===== src/clsp_pkg.sv =====
// clsp_pkg: shared types, codes and constants of the clip launch segment planner
// no dependencies
`timescale 1ns / 1ps

package clsp_pkg;

    localparam int POSITION_BITS = 48;
    localparam int LOOP_BITS     = 32;
    localparam int BAR_BITS      = 24;
    localparam int FRAME_BITS    = 13;
    localparam int SLOTS         = 4;

    localparam logic [FRAME_BITS-1:0] MAX_BLOCK   = 13'd4096;
    localparam logic [BAR_BITS-1:0]   BAR_RESET   = 24'd88200;
    localparam logic signed [3:0]     SCENE_NONE  = -4'sd1;

    typedef enum logic [1:0] {
        ACT_PLAY    = 2'd0,
        ACT_SILENCE = 2'd1,
        ACT_STATUS  = 2'd2
    } action_t;

    typedef enum logic {
        OP_QUEUE = 1'b0,
        OP_BLOCK = 1'b1
    } op_t;

    // one result item waiting in the output buffer
    typedef struct packed {
        logic [FRAME_BITS-1:0] offset;
        logic [FRAME_BITS-1:0] length;
        logic [LOOP_BITS-1:0]  cpos;
        logic signed [3:0]     scene;
        action_t               action;
        logic                  flush;
    } slot_t;

    // controller to datapath
    typedef struct packed {
        logic load;
        logic div_bar;
        logic div_pos;
        logic eval;
        logic plan;
        logic pop;
    } cmd_t;

    // datapath to controller
    typedef struct packed {
        logic is_queue;
        logic need_bar;
        logic need_pos;
        logic div_done;
        logic last_slot;
    } stat_t;

    function automatic slot_t make_slot(logic [FRAME_BITS-1:0] off, logic [FRAME_BITS-1:0] len,
                                        logic [LOOP_BITS-1:0] cpos, logic signed [3:0] scene,
                                        action_t act, logic flush);
        slot_t s;
        s.offset = off;
        s.length = len;
        s.cpos   = cpos;
        s.scene  = scene;
        s.action = act;
        s.flush  = flush;
        return s;
    endfunction

endpackage


===== src/clsp_div.sv =====
// clsp_div: restoring remainder unit, one quotient bit per cycle
// depends on clsp_pkg
`timescale 1ns / 1ps

module clsp_div (
    input  logic                                 clk,
    input  logic                                 rst_n,
    input  logic                                 start,
    input  logic [clsp_pkg::POSITION_BITS-1:0]   dividend,
    input  logic [clsp_pkg::LOOP_BITS-1:0]       divisor,
    output logic                                 done,
    output logic [clsp_pkg::LOOP_BITS-1:0]       remainder
);

    localparam int CNT_BITS = $clog2(clsp_pkg::POSITION_BITS + 1);

    logic [clsp_pkg::POSITION_BITS-1:0] dvd_reg;
    logic [clsp_pkg::LOOP_BITS-1:0]     dvs_reg;
    logic [clsp_pkg::LOOP_BITS-1:0]     rem_reg, rem_next;
    logic [CNT_BITS-1:0]                cnt_reg;
    logic                               busy_reg, done_reg;
    logic [clsp_pkg::LOOP_BITS:0]       trial;

    // shift in next dividend bit and subtract when it fits
    always_comb
    begin
        trial = {rem_reg, dvd_reg[clsp_pkg::POSITION_BITS-1]};
        if (trial >= {1'b0, dvs_reg})
            rem_next = clsp_pkg::LOOP_BITS'(trial - {1'b0, dvs_reg});
        else
            rem_next = trial[clsp_pkg::LOOP_BITS-1:0];
    end

    always_ff @(posedge clk or negedge rst_n)
    begin
        if (!rst_n)
        begin
            busy_reg <= 1'b0;
            done_reg <= 1'b0;
            cnt_reg  <= '0;
        end
        else
        begin
            done_reg <= 1'b0;
            if (start)
            begin
                busy_reg <= 1'b1;
                cnt_reg  <= CNT_BITS'(clsp_pkg::POSITION_BITS);
            end
            else if (busy_reg)
            begin
                cnt_reg <= cnt_reg - 1'b1;
                if (cnt_reg == CNT_BITS'(1))
                begin
                    busy_reg <= 1'b0;
                    done_reg <= 1'b1;
                end
            end
        end
    end

    // operand and partial remainder registers
    always_ff @(posedge clk)
    begin
        if (start)
        begin
            dvd_reg <= dividend;
            dvs_reg <= divisor;
            rem_reg <= '0;
        end
        else if (busy_reg)
        begin
            dvd_reg <= {dvd_reg[clsp_pkg::POSITION_BITS-2:0], 1'b0};
            rem_reg <= rem_next;
        end
    end

    assign done      = done_reg;
    assign remainder = rem_reg;

endmodule


===== src/clsp_datapath.sv =====
// clsp_datapath: track state, bar and loop arithmetic, result buffer
// depends on clsp_pkg and clsp_div
`timescale 1ns / 1ps

module clsp_datapath (
    input  logic                                  clk,
    input  logic                                  rst_n,
    input  clsp_pkg::cmd_t                        cmd,
    output clsp_pkg::stat_t                       stat,
    input  logic                                  cfg_we,
    input  logic [clsp_pkg::BAR_BITS-1:0]         cfg_data,
    input  logic                                  operation,
    input  logic signed [3:0]                     scene_request,
    input  logic [clsp_pkg::POSITION_BITS-1:0]    block_start,
    input  logic [clsp_pkg::FRAME_BITS-1:0]       block_frames,
    input  logic [clsp_pkg::LOOP_BITS-1:0]        active_loop_len,
    input  logic [clsp_pkg::LOOP_BITS-1:0]        pending_loop_len,
    output clsp_pkg::slot_t                       out_slot,
    output logic signed [3:0]                     active_now,
    output logic signed [3:0]                     pending_now
);

    localparam int FB = clsp_pkg::FRAME_BITS;
    localparam int LB = clsp_pkg::LOOP_BITS;
    localparam int PB = clsp_pkg::POSITION_BITS;

    // configuration and track state
    logic [clsp_pkg::BAR_BITS-1:0] bar_reg;
    logic signed [3:0]             active_reg, pend_reg;
    logic                          stop_reg;
    logic [PB-1:0]                 act_sample_reg;

    // captured item
    logic                          op_reg;
    logic [PB-1:0]                 pos_reg;
    logic [FB-1:0]                 frames_reg;
    logic [LB-1:0]                 aloop_reg, ploop_reg;

    // plan registers
    logic [FB-1:0]                 sw_reg;
    logic                          switch_reg;
    logic                          ge_reg;
    logic                          used_pos_reg;

    // result buffer
    clsp_pkg::slot_t               slot_reg [clsp_pkg::SLOTS];
    clsp_pkg::slot_t               slot_next [clsp_pkg::SLOTS];
    logic [2:0]                    count_reg, count_next;
    logic [1:0]                    rd_reg;

    // divider operands
    logic                          div_start, div_done;
    logic [PB-1:0]                 div_dividend;
    logic [LB-1:0]                 div_divisor, div_rem;
    logic                          pos_ge;

    assign pos_ge       = pos_reg >= act_sample_reg;
    assign div_start    = cmd.div_bar | cmd.div_pos;
    assign div_dividend = cmd.div_bar ? pos_reg :
                          (pos_ge ? pos_reg - act_sample_reg : act_sample_reg - pos_reg);
    assign div_divisor  = cmd.div_bar ? LB'(bar_reg) : aloop_reg;

    clsp_div u_div (
        .clk       (clk),
        .rst_n     (rst_n),
        .start     (div_start),
        .dividend  (div_dividend),
        .divisor   (div_divisor),
        .done      (div_done),
        .remainder (div_rem)
    );

    // bar boundary check
    logic                          need_bar;
    logic [clsp_pkg::BAR_BITS-1:0] bar_gap;
    logic                          has_switch;

    assign need_bar   = (stop_reg || pend_reg != clsp_pkg::SCENE_NONE) && bar_reg != '0;
    assign bar_gap    = (div_rem == '0) ? '0 : bar_reg - div_rem[clsp_pkg::BAR_BITS-1:0];
    assign has_switch = need_bar && (bar_gap < clsp_pkg::BAR_BITS'(frames_reg));

    // segment planning
    logic [LB-1:0] p;
    logic [LB:0]   pre_end;
    logic [FB-1:0] first, post, ploop_cut;

    always_comb
    begin
        if (!used_pos_reg)
            p = '0;
        else if (ge_reg)
            p = div_rem;
        else
            p = (div_rem == '0) ? '0 : aloop_reg - div_rem;
        pre_end   = {1'b0, p} + (LB + 1)'(sw_reg);
        first     = FB'(aloop_reg - p);
        post      = frames_reg - sw_reg;
        ploop_cut = FB'(ploop_reg);
    end

    always_comb
    begin
        for (int i = 0; i < clsp_pkg::SLOTS; i++)
            slot_next[i] = slot_reg[i];
        count_next = 3'd0;
        // old scene up to the boundary
        if (active_reg != clsp_pkg::SCENE_NONE && sw_reg != '0)
        begin
            if (aloop_reg == '0)
            begin
                slot_next[count_next[1:0]] = clsp_pkg::make_slot('0, sw_reg, '0, active_reg,
                                                                 clsp_pkg::ACT_SILENCE, 1'b0);
                count_next = count_next + 3'd1;
            end
            else if (pre_end <= {1'b0, aloop_reg})
            begin
                slot_next[count_next[1:0]] = clsp_pkg::make_slot('0, sw_reg, p, active_reg,
                                                                 clsp_pkg::ACT_PLAY, 1'b0);
                count_next = count_next + 3'd1;
            end
            else
            begin
                slot_next[count_next[1:0]] = clsp_pkg::make_slot('0, first, p, active_reg,
                                                                 clsp_pkg::ACT_PLAY, 1'b0);
                count_next = count_next + 3'd1;
                slot_next[count_next[1:0]] = clsp_pkg::make_slot(first, sw_reg - first, '0,
                                                                 active_reg,
                                                                 clsp_pkg::ACT_PLAY, 1'b0);
                count_next = count_next + 3'd1;
            end
        end
        // after the boundary: stop, or new scene from loop start
        if (switch_reg)
        begin
            if (stop_reg)
            begin
                slot_next[count_next[1:0]] = clsp_pkg::make_slot(sw_reg, post, '0,
                                                                 clsp_pkg::SCENE_NONE,
                                                                 clsp_pkg::ACT_SILENCE, 1'b1);
                count_next = count_next + 3'd1;
            end
            else if (ploop_reg == '0)
            begin
                slot_next[count_next[1:0]] = clsp_pkg::make_slot(sw_reg, post, '0, pend_reg,
                                                                 clsp_pkg::ACT_SILENCE, 1'b1);
                count_next = count_next + 3'd1;
            end
            else if (LB'(post) <= ploop_reg)
            begin
                slot_next[count_next[1:0]] = clsp_pkg::make_slot(sw_reg, post, '0, pend_reg,
                                                                 clsp_pkg::ACT_PLAY, 1'b1);
                count_next = count_next + 3'd1;
            end
            else
            begin
                slot_next[count_next[1:0]] = clsp_pkg::make_slot(sw_reg, ploop_cut, '0,
                                                                 pend_reg,
                                                                 clsp_pkg::ACT_PLAY, 1'b1);
                count_next = count_next + 3'd1;
                slot_next[count_next[1:0]] = clsp_pkg::make_slot(sw_reg + ploop_cut,
                                                                 post - ploop_cut, '0,
                                                                 pend_reg,
                                                                 clsp_pkg::ACT_PLAY, 1'b0);
                count_next = count_next + 3'd1;
            end
        end
        // nothing to write: status only
        if (count_next == 3'd0)
        begin
            slot_next[0] = clsp_pkg::make_slot('0, '0, '0, clsp_pkg::SCENE_NONE,
                                               clsp_pkg::ACT_STATUS, 1'b0);
            count_next   = 3'd1;
        end
    end

    // control state: configuration, track state, buffer pointers
    always_ff @(posedge clk or negedge rst_n)
    begin
        if (!rst_n)
        begin
            bar_reg        <= clsp_pkg::BAR_RESET;
            active_reg     <= clsp_pkg::SCENE_NONE;
            pend_reg       <= clsp_pkg::SCENE_NONE;
            stop_reg       <= 1'b0;
            act_sample_reg <= '0;
            count_reg      <= 3'd0;
            rd_reg         <= 2'd0;
        end
        else
        begin
            if (cfg_we)
                bar_reg <= cfg_data;
            if (cmd.load)
            begin
                rd_reg <= 2'd0;
                if (operation == clsp_pkg::OP_QUEUE)
                begin
                    count_reg <= 3'd1;
                    if (scene_request < 0)
                    begin
                        stop_reg <= 1'b1;
                        pend_reg <= clsp_pkg::SCENE_NONE;
                    end
                    else
                    begin
                        stop_reg <= 1'b0;
                        pend_reg <= scene_request;
                    end
                end
            end
            if (cmd.plan)
            begin
                count_reg <= count_next;
                if (switch_reg)
                begin
                    pend_reg <= clsp_pkg::SCENE_NONE;
                    stop_reg <= 1'b0;
                    if (stop_reg)
                        active_reg <= clsp_pkg::SCENE_NONE;
                    else
                    begin
                        active_reg     <= pend_reg;
                        act_sample_reg <= pos_reg + PB'(sw_reg);
                    end
                end
            end
            if (cmd.pop)
                rd_reg <= rd_reg + 2'd1;
        end
    end

    // item capture, plan values and buffer contents
    always_ff @(posedge clk)
    begin
        if (cmd.load)
        begin
            op_reg       <= operation;
            pos_reg      <= block_start;
            frames_reg   <= (block_frames > clsp_pkg::MAX_BLOCK) ? clsp_pkg::MAX_BLOCK
                                                                 : block_frames;
            aloop_reg    <= active_loop_len;
            ploop_reg    <= pending_loop_len;
            used_pos_reg <= 1'b0;
            slot_reg[0]  <= clsp_pkg::make_slot('0, '0, '0, clsp_pkg::SCENE_NONE,
                                                clsp_pkg::ACT_STATUS, 1'b0);
        end
        if (cmd.eval)
        begin
            switch_reg <= has_switch;
            sw_reg     <= has_switch ? FB'(bar_gap) : frames_reg;
        end
        if (cmd.div_pos)
        begin
            ge_reg       <= pos_ge;
            used_pos_reg <= 1'b1;
        end
        if (cmd.plan)
        begin
            for (int i = 0; i < clsp_pkg::SLOTS; i++)
                slot_reg[i] <= slot_next[i];
        end
    end

    // status toward the controller
    assign stat.is_queue  = op_reg == clsp_pkg::OP_QUEUE;
    assign stat.need_bar  = need_bar;
    assign stat.need_pos  = active_reg != clsp_pkg::SCENE_NONE && sw_reg != '0
                            && aloop_reg != '0;
    assign stat.div_done  = div_done;
    assign stat.last_slot = {1'b0, rd_reg} == count_reg - 3'd1;

    assign out_slot    = slot_reg[rd_reg];
    assign active_now  = active_reg;
    assign pending_now = pend_reg;

endmodule


===== src/clsp_ctrl.sv =====
// clsp_ctrl: sequencer for item capture, divisions, planning and result drain
// depends on clsp_pkg
`timescale 1ns / 1ps

module clsp_ctrl (
    input  logic            clk,
    input  logic            rst_n,
    input  logic            s_tvalid,
    output logic            s_tready,
    output logic            m_tvalid,
    input  logic            m_tready,
    input  clsp_pkg::stat_t stat,
    output clsp_pkg::cmd_t  cmd
);

    typedef enum logic [7:0] {
        ST_IDLE    = 8'b0000_0001,
        ST_START   = 8'b0000_0010,
        ST_DIV_BAR = 8'b0000_0100,
        ST_CHECK   = 8'b0000_1000,
        ST_DECIDE  = 8'b0001_0000,
        ST_DIV_POS = 8'b0010_0000,
        ST_PLAN    = 8'b0100_0000,
        ST_DRAIN   = 8'b1000_0000
    } state_t;

    state_t state_reg, state_next;

    // next state and commands
    always_comb
    begin
        state_next = state_reg;
        cmd        = '0;
        s_tready   = 1'b0;
        m_tvalid   = 1'b0;
        unique case (state_reg)
            ST_IDLE:
            begin
                s_tready = 1'b1;
                if (s_tvalid)
                begin
                    cmd.load   = 1'b1;
                    state_next = ST_START;
                end
            end
            ST_START:
            begin
                if (stat.is_queue)
                    state_next = ST_DRAIN;
                else if (stat.need_bar)
                begin
                    cmd.div_bar = 1'b1;
                    state_next  = ST_DIV_BAR;
                end
                else
                    state_next = ST_CHECK;
            end
            ST_DIV_BAR:
            begin
                if (stat.div_done)
                    state_next = ST_CHECK;
            end
            ST_CHECK:
            begin
                cmd.eval   = 1'b1;
                state_next = ST_DECIDE;
            end
            ST_DECIDE:
            begin
                if (stat.need_pos)
                begin
                    cmd.div_pos = 1'b1;
                    state_next  = ST_DIV_POS;
                end
                else
                    state_next = ST_PLAN;
            end
            ST_DIV_POS:
            begin
                if (stat.div_done)
                    state_next = ST_PLAN;
            end
            ST_PLAN:
            begin
                cmd.plan   = 1'b1;
                state_next = ST_DRAIN;
            end
            ST_DRAIN:
            begin
                m_tvalid = 1'b1;
                if (m_tready)
                begin
                    cmd.pop = 1'b1;
                    if (stat.last_slot)
                        state_next = ST_IDLE;
                end
            end
            default:
                state_next = ST_IDLE;
        endcase
    end

    always_ff @(posedge clk or negedge rst_n)
    begin
        if (!rst_n)
            state_reg <= ST_IDLE;
        else
            state_reg <= state_next;
    end

endmodule


===== src/clip_launch_segment_planner_unit.sv =====
// clip_launch_segment_planner_unit: top level of the clip launch segment planner
// depends on clsp_pkg, clsp_ctrl, clsp_datapath (which holds clsp_div)
//
// channel   direction  handshake               payload
// cfg       in         cfg_valid / cfg_ready   cfg_data = bar_length
// s         in         s_tvalid / s_tready     s_tdata, s_tuser
// m         out        m_tvalid / m_tready     m_tdata, m_tuser, m_tlast
//
// a queue item goes through capture, decode, then its one result
// a block item goes through capture, decode, up to two remainder passes in the
// shared divider (bar boundary, then clip position), check, decide, plan, then its
// results, up to four
// reset restores bar_length 88200, idle track, no pending scene
// m_tready low holds the current result; no new item is taken until all results leave
`timescale 1ns / 1ps

module clip_launch_segment_planner_unit (
    input  logic         clk,
    input  logic         rst_n,
    input  logic         cfg_valid,
    output logic         cfg_ready,
    input  logic [23:0]  cfg_data,
    input  logic         s_tvalid,
    output logic         s_tready,
    // scene_request, block_start, block_frames, active_loop_len, pending_loop_len, zero pad
    input  logic [135:0] s_tdata,
    // operation
    input  logic [0:0]   s_tuser,
    output logic         m_tvalid,
    input  logic         m_tready,
    // buffer_offset, segment_length, clip_position, segment_scene, flush_notes,
    // active_now, pending_now, zero pad
    output logic [71:0]  m_tdata,
    // action
    output logic [1:0]   m_tuser,
    output logic         m_tlast
);

    clsp_pkg::cmd_t   cmd;
    clsp_pkg::stat_t  stat;
    clsp_pkg::slot_t  out_slot;
    logic signed [3:0] active_now, pending_now;

    assign cfg_ready = 1'b1;

    clsp_ctrl u_ctrl (
        .clk      (clk),
        .rst_n    (rst_n),
        .s_tvalid (s_tvalid),
        .s_tready (s_tready),
        .m_tvalid (m_tvalid),
        .m_tready (m_tready),
        .stat     (stat),
        .cmd      (cmd)
    );

    clsp_datapath u_dp (
        .clk              (clk),
        .rst_n            (rst_n),
        .cmd              (cmd),
        .stat             (stat),
        .cfg_we           (cfg_valid),
        .cfg_data         (cfg_data),
        .operation        (s_tuser[0]),
        .scene_request    (s_tdata[3:0]),
        .block_start      (s_tdata[51:4]),
        .block_frames     (s_tdata[64:52]),
        .active_loop_len  (s_tdata[96:65]),
        .pending_loop_len (s_tdata[128:97]),
        .out_slot         (out_slot),
        .active_now       (active_now),
        .pending_now      (pending_now)
    );

    // result packing
    assign m_tdata = {1'b0, pending_now, active_now, out_slot.flush, out_slot.scene,
                      out_slot.cpos, out_slot.length, out_slot.offset};
    assign m_tuser = out_slot.action;
    assign m_tlast = stat.last_slot;

endmodule


===== config.mk =====
export PLATFORM = sky130hd
export DESIGN_NAME = clip_launch_segment_planner_unit
export DESIGN_NICKNAME = d
export VERILOG_FILES = /design/src/clsp_pkg.sv /design/src/clsp_div.sv /design/src/clsp_datapath.sv /design/src/clsp_ctrl.sv /design/src/clip_launch_segment_planner_unit.sv
export SDC_FILE = /design/constraint.sdc
export NUM_CORES = 2
export LEC_CHECK = 0
export CAP_MARGIN = 0
export CORE_MARGIN = 2
export CORE_UTILIZATION = 40
export DETAILED_ROUTE_END_ITERATION = 12
export DONT_BUFFER_PORTS = 1
export GPL_ROUTABILITY_DRIVEN = 0
export PLACE_DENSITY = 0.56
export SYNTH_ARGS = -nofsm -noshare
export SYNTH_HDL_FRONTEND = slang
export SYNTH_SLANG_ARGS = --single-unit

===== constraint.sdc =====
create_clock -name clk -period 22.5 [get_ports clk]
set_clock_uncertainty 0.05 [all_clocks]
set_input_delay 4.5 -clock clk [delete_from_list [all_inputs] [get_ports clk]]
set_output_delay 4.5 -clock clk [all_outputs]
set_load 0.02 [all_outputs]

==> impl_results.md <==
- Max-cap viol count: 0
- Final WS setup: 12670 ps
- Tot GR Track Use: roughly a quarter
- Drt first-iter violations: a little under 3000
- CTS sink cnt: about 620
- Async set-or-reset flop fraction in the synthesized netlist: 16.56%
- TritonCTS clock tree: done
- Power Total: 0.002663 W
- # resized after CTS: 0
- Die Area: between 100000 and 150000 sq um
- Yosys cell types: 94
- Area Growth Syn to Fin: 8.657%
- Drt wl/cell: 23.43 um
- Sequential area share after synthesis: 40.82%
- Clk pwr share: 45.7%
- Total CTS buffers: 76
- Number of global-route vias before repair: around 34000
- DRT Wirelength: 138.9 mm
- Mux contribution to synthesized area: 5.117%
- Via count: 35220
- Grt ovf: 0
- Crit path top cell by count: o21ai_0
- Post-synth top area cell: edfxtp_1
- Sequential share of power: between 40% and 50%
- Post-Synthesis Cells: around 4600
- Row Count: 120
- Antenna violations before repair: 12
- H-tree levels: 3
- Die width: 333.0 um
- Ports: between 200 and 250
- Core area: around 110000 sq um
- CP max-delay cell: buf_4
- Starting Density: between 40% and 50%
- # DRC: 0
- Worst skew pair latency: around 640 ps
- #FFs+latches synth: 616
- First-pass GRT wire length: around 210 mm
- Post-synth EDFFs: roughly 480
- XOR/XNOR share of the synthesized area: under 10%
- Worst-Margin Slew: approximately 1200 ps
- Vias per cell: 5.938
- Dpl hpwl: between 100 and 150 mm
- Hold Buf Count CTS: 0
- Pwr/cell area: approximately 57 nW/um^2
- Synth Area in Simple Gates: between 10 and 15%
- Hold_ws: about 400 ps
- Comb pwr share: around 7.5%
- CTS max path bufs: 3
- Internal power: ~0.0020 W
- CP endpoint kind: flop
- Crit path max fanout: 56
- Tmin final: between 9000 and 10000 ps
- Largest net degree at the start of global routing: 103
- CP required: between 20000 and 25000 ps
- Syn. warnings: 0
- Setup-failing EPs final: 0
- Reg clk slew, reported paths: 60 ps
- Antenna Nets Post-Route: 0
- Max Fclk: slightly above 0.1 GHz
- Setup crit start kind: flop
- Die boundary height: approximately 330 um
- Crit path kind: flop to flop
- Setup_tns: 0 ps
- Area fraction of the dominant cell type after synthesis: about a third
- Min-delay worst type: flop to flop
- Root Driver: clkbuf_16
- Status: completed
- Sw Share: around 24%
- Syn nets: 5065
- Dominant cells by area after synthesis: edfxtp_1 33%, ha_1 9.1%, dfrtp_1 5.0%
- Crit-path max cell delay: ~600 ps
- Place WS: approximately 13000 ps
- Peak VDD IR: slightly above 0.05 mV
- Largest family of logic cells by synthesized area: compound AO/OA/AOI/OAI gates
- Fin area: between 40000 and 50000 sq um
- Top FF cell, synth: edfxtp_1
- DR pass1 iterations: 6
- Slew HR: a little over a fifth
- Layout cells sized above 1: ~7.3%
- Final #Nets: 4962
- P_sw: approximately 0.00064 W
- Lkg Pwr: between 15 and 20 nW
- Placement Cell Area: between 40000 and 50000 sq um
- WP data arrival: 10170 ps
- Syn Std Cell Area: roughly 43000 sq um
- Max-slew violations: 0
- # port buffers: 0
- RSZ-0062 raised after global routing: no
- Final Hold Fails: 0
- Post-synthesis compound-gate area fraction: between 10% and 20%
- Synth Area in Adders: about a tenth
- Final period utilization: 43.71%
- Mean Syn Cell Area: roughly 9.5 sq um
- Setup repair bufs after CTS: 0
==> power groups by stage <==
stage | sequential [W] | clock [W] | combinational (W)
floorplan | 0.00125 | 0 | 0.000167
finish | 0.00125 | 0.00122 | 0.000200
global placement | 0.00127 | 0 | 0.000200
CTS | 0.00125 | 0.00125 | 0.000202
global route | 0.00125 | 0.00129 | 0.000211
detailed placement | 0.00127 | 0 | 0.000202
==> worst max-delay path, delay by kind of cell, from the launching register on <==
kind | cells | cell delay, ps
mux | 1 | 410
xor+xnor | 2 | 270
fa+ha+maj | 4 | 1290
flops | 1 | 420
buf+inv | 4 | 1360
compound gates | 13 | 2390
simple gates | 13 | 3370
==> cells by family (layout without fill, tap and decap cells) <==
group,count (synthesis),after routing
AO/OA/AOI/OAI,1360,1360
XOR/XNOR,229,229
adder cells (fa/ha/maj),327,327
buffers and inverters,578,532
flip-flops,616,616
multiplexers,135,135
other,2,4
AND/OR/NAND/NOR,1325,1325
==> through the flow <==
stage	utilization (%)	cells
after CTS	43.88	5929
after global routing	43.88	5929
after global placement	41.62	5794
final	43.89	5931
after floorplan	-	4572
after detailed placement	41.62	5794
==> synth_stat cells (all sizes together) (12+ instances only) <==
cell type,number
edfxtp,481
o21ai,379
nand2,378
a21oi,362
inv,352
nor2,332
ha,315
clkbuf,183
xnor2,165
a21o,119
and2,119
nor3,95
dfrtp,87
nand3,66
nand4,66
mux4,65
xor2,64
a31oi,62
a22oi,56
nor4,55
nor2b,54
a211oi,53
buf,43
mux2,41
nand2b,39
o21bai,37
o21a,34
dfxtp,33
mux2i,29
o211ai,28
a221oi,26
or3,26
a21boi,25
and3,25
o22ai,24
or2,22
o31ai,21
a22o,20
dfstp,15
fa,12
==> layout by cell type (no fill, tap or decap), types with 54 or more instances in the layout <==
master and count:
and2_1 117, a22oi_1 56, nand2_1 375, xnor2_1 165, clkbuf_16 80, xor2_1 64, nor4_1 54, nand4_1 66
mux4_2 65, ha_1 315, nor2_1 329, o21ai_0 372, dfrtp_1 85, a21oi_1 358, nand3_1 66, edfxtp_1 481
nor2b_1 54, nor3_1 95, a31oi_1 60, inv_1 348, a21o_1 119
==> metal layers <==
layer | part of all wire [%] | track usage, % | up-vias
met1 | 44 | 33.33 | 17120
met4 | 3.8 | 9.194 | 18
met2 | 45 | 39.11 | 1251
met5 | 0.086 | 0 | -
li1 | - | - | 16590
met3 | 6.8 | 3.919 | 238
==> final cells by class <==
type / instances / area [sq um]
fillers: 10350 / 60150
multi-input cells: 3378 / 23510
flip-flops and latches: 616 / 17680
clock buffers: 108 / 2157
well taps: 1403 / 1755
inverters: 352 / 1329
repair buffers: 45 / 337.8
clock inverters: 27 / 270.3
diodes: 2 / 5.005
==> final timing paths <==
kind | from | end | slack, ps | cells past startpoint
max in group asynchronous | rst_n | u_dp.pending_now[2] | 18530 | 0
min in group asynchronous | rst_n | u_dp.act_sample_reg[26] | 3530 | 0
min | u_dp.used_pos_reg | u_dp.used_pos_reg | 400 | 2
max reg2reg | u_dp.aloop_reg[0] | u_dp.slot_reg[1][4] | 12670 | 37
max | u_dp.aloop_reg[0] | u_dp.slot_reg[1][4] | 12670 | 37
min reg2reg | u_dp.used_pos_reg | u_dp.used_pos_reg | 400 | 2
Power figures use the tool's default switching activity.
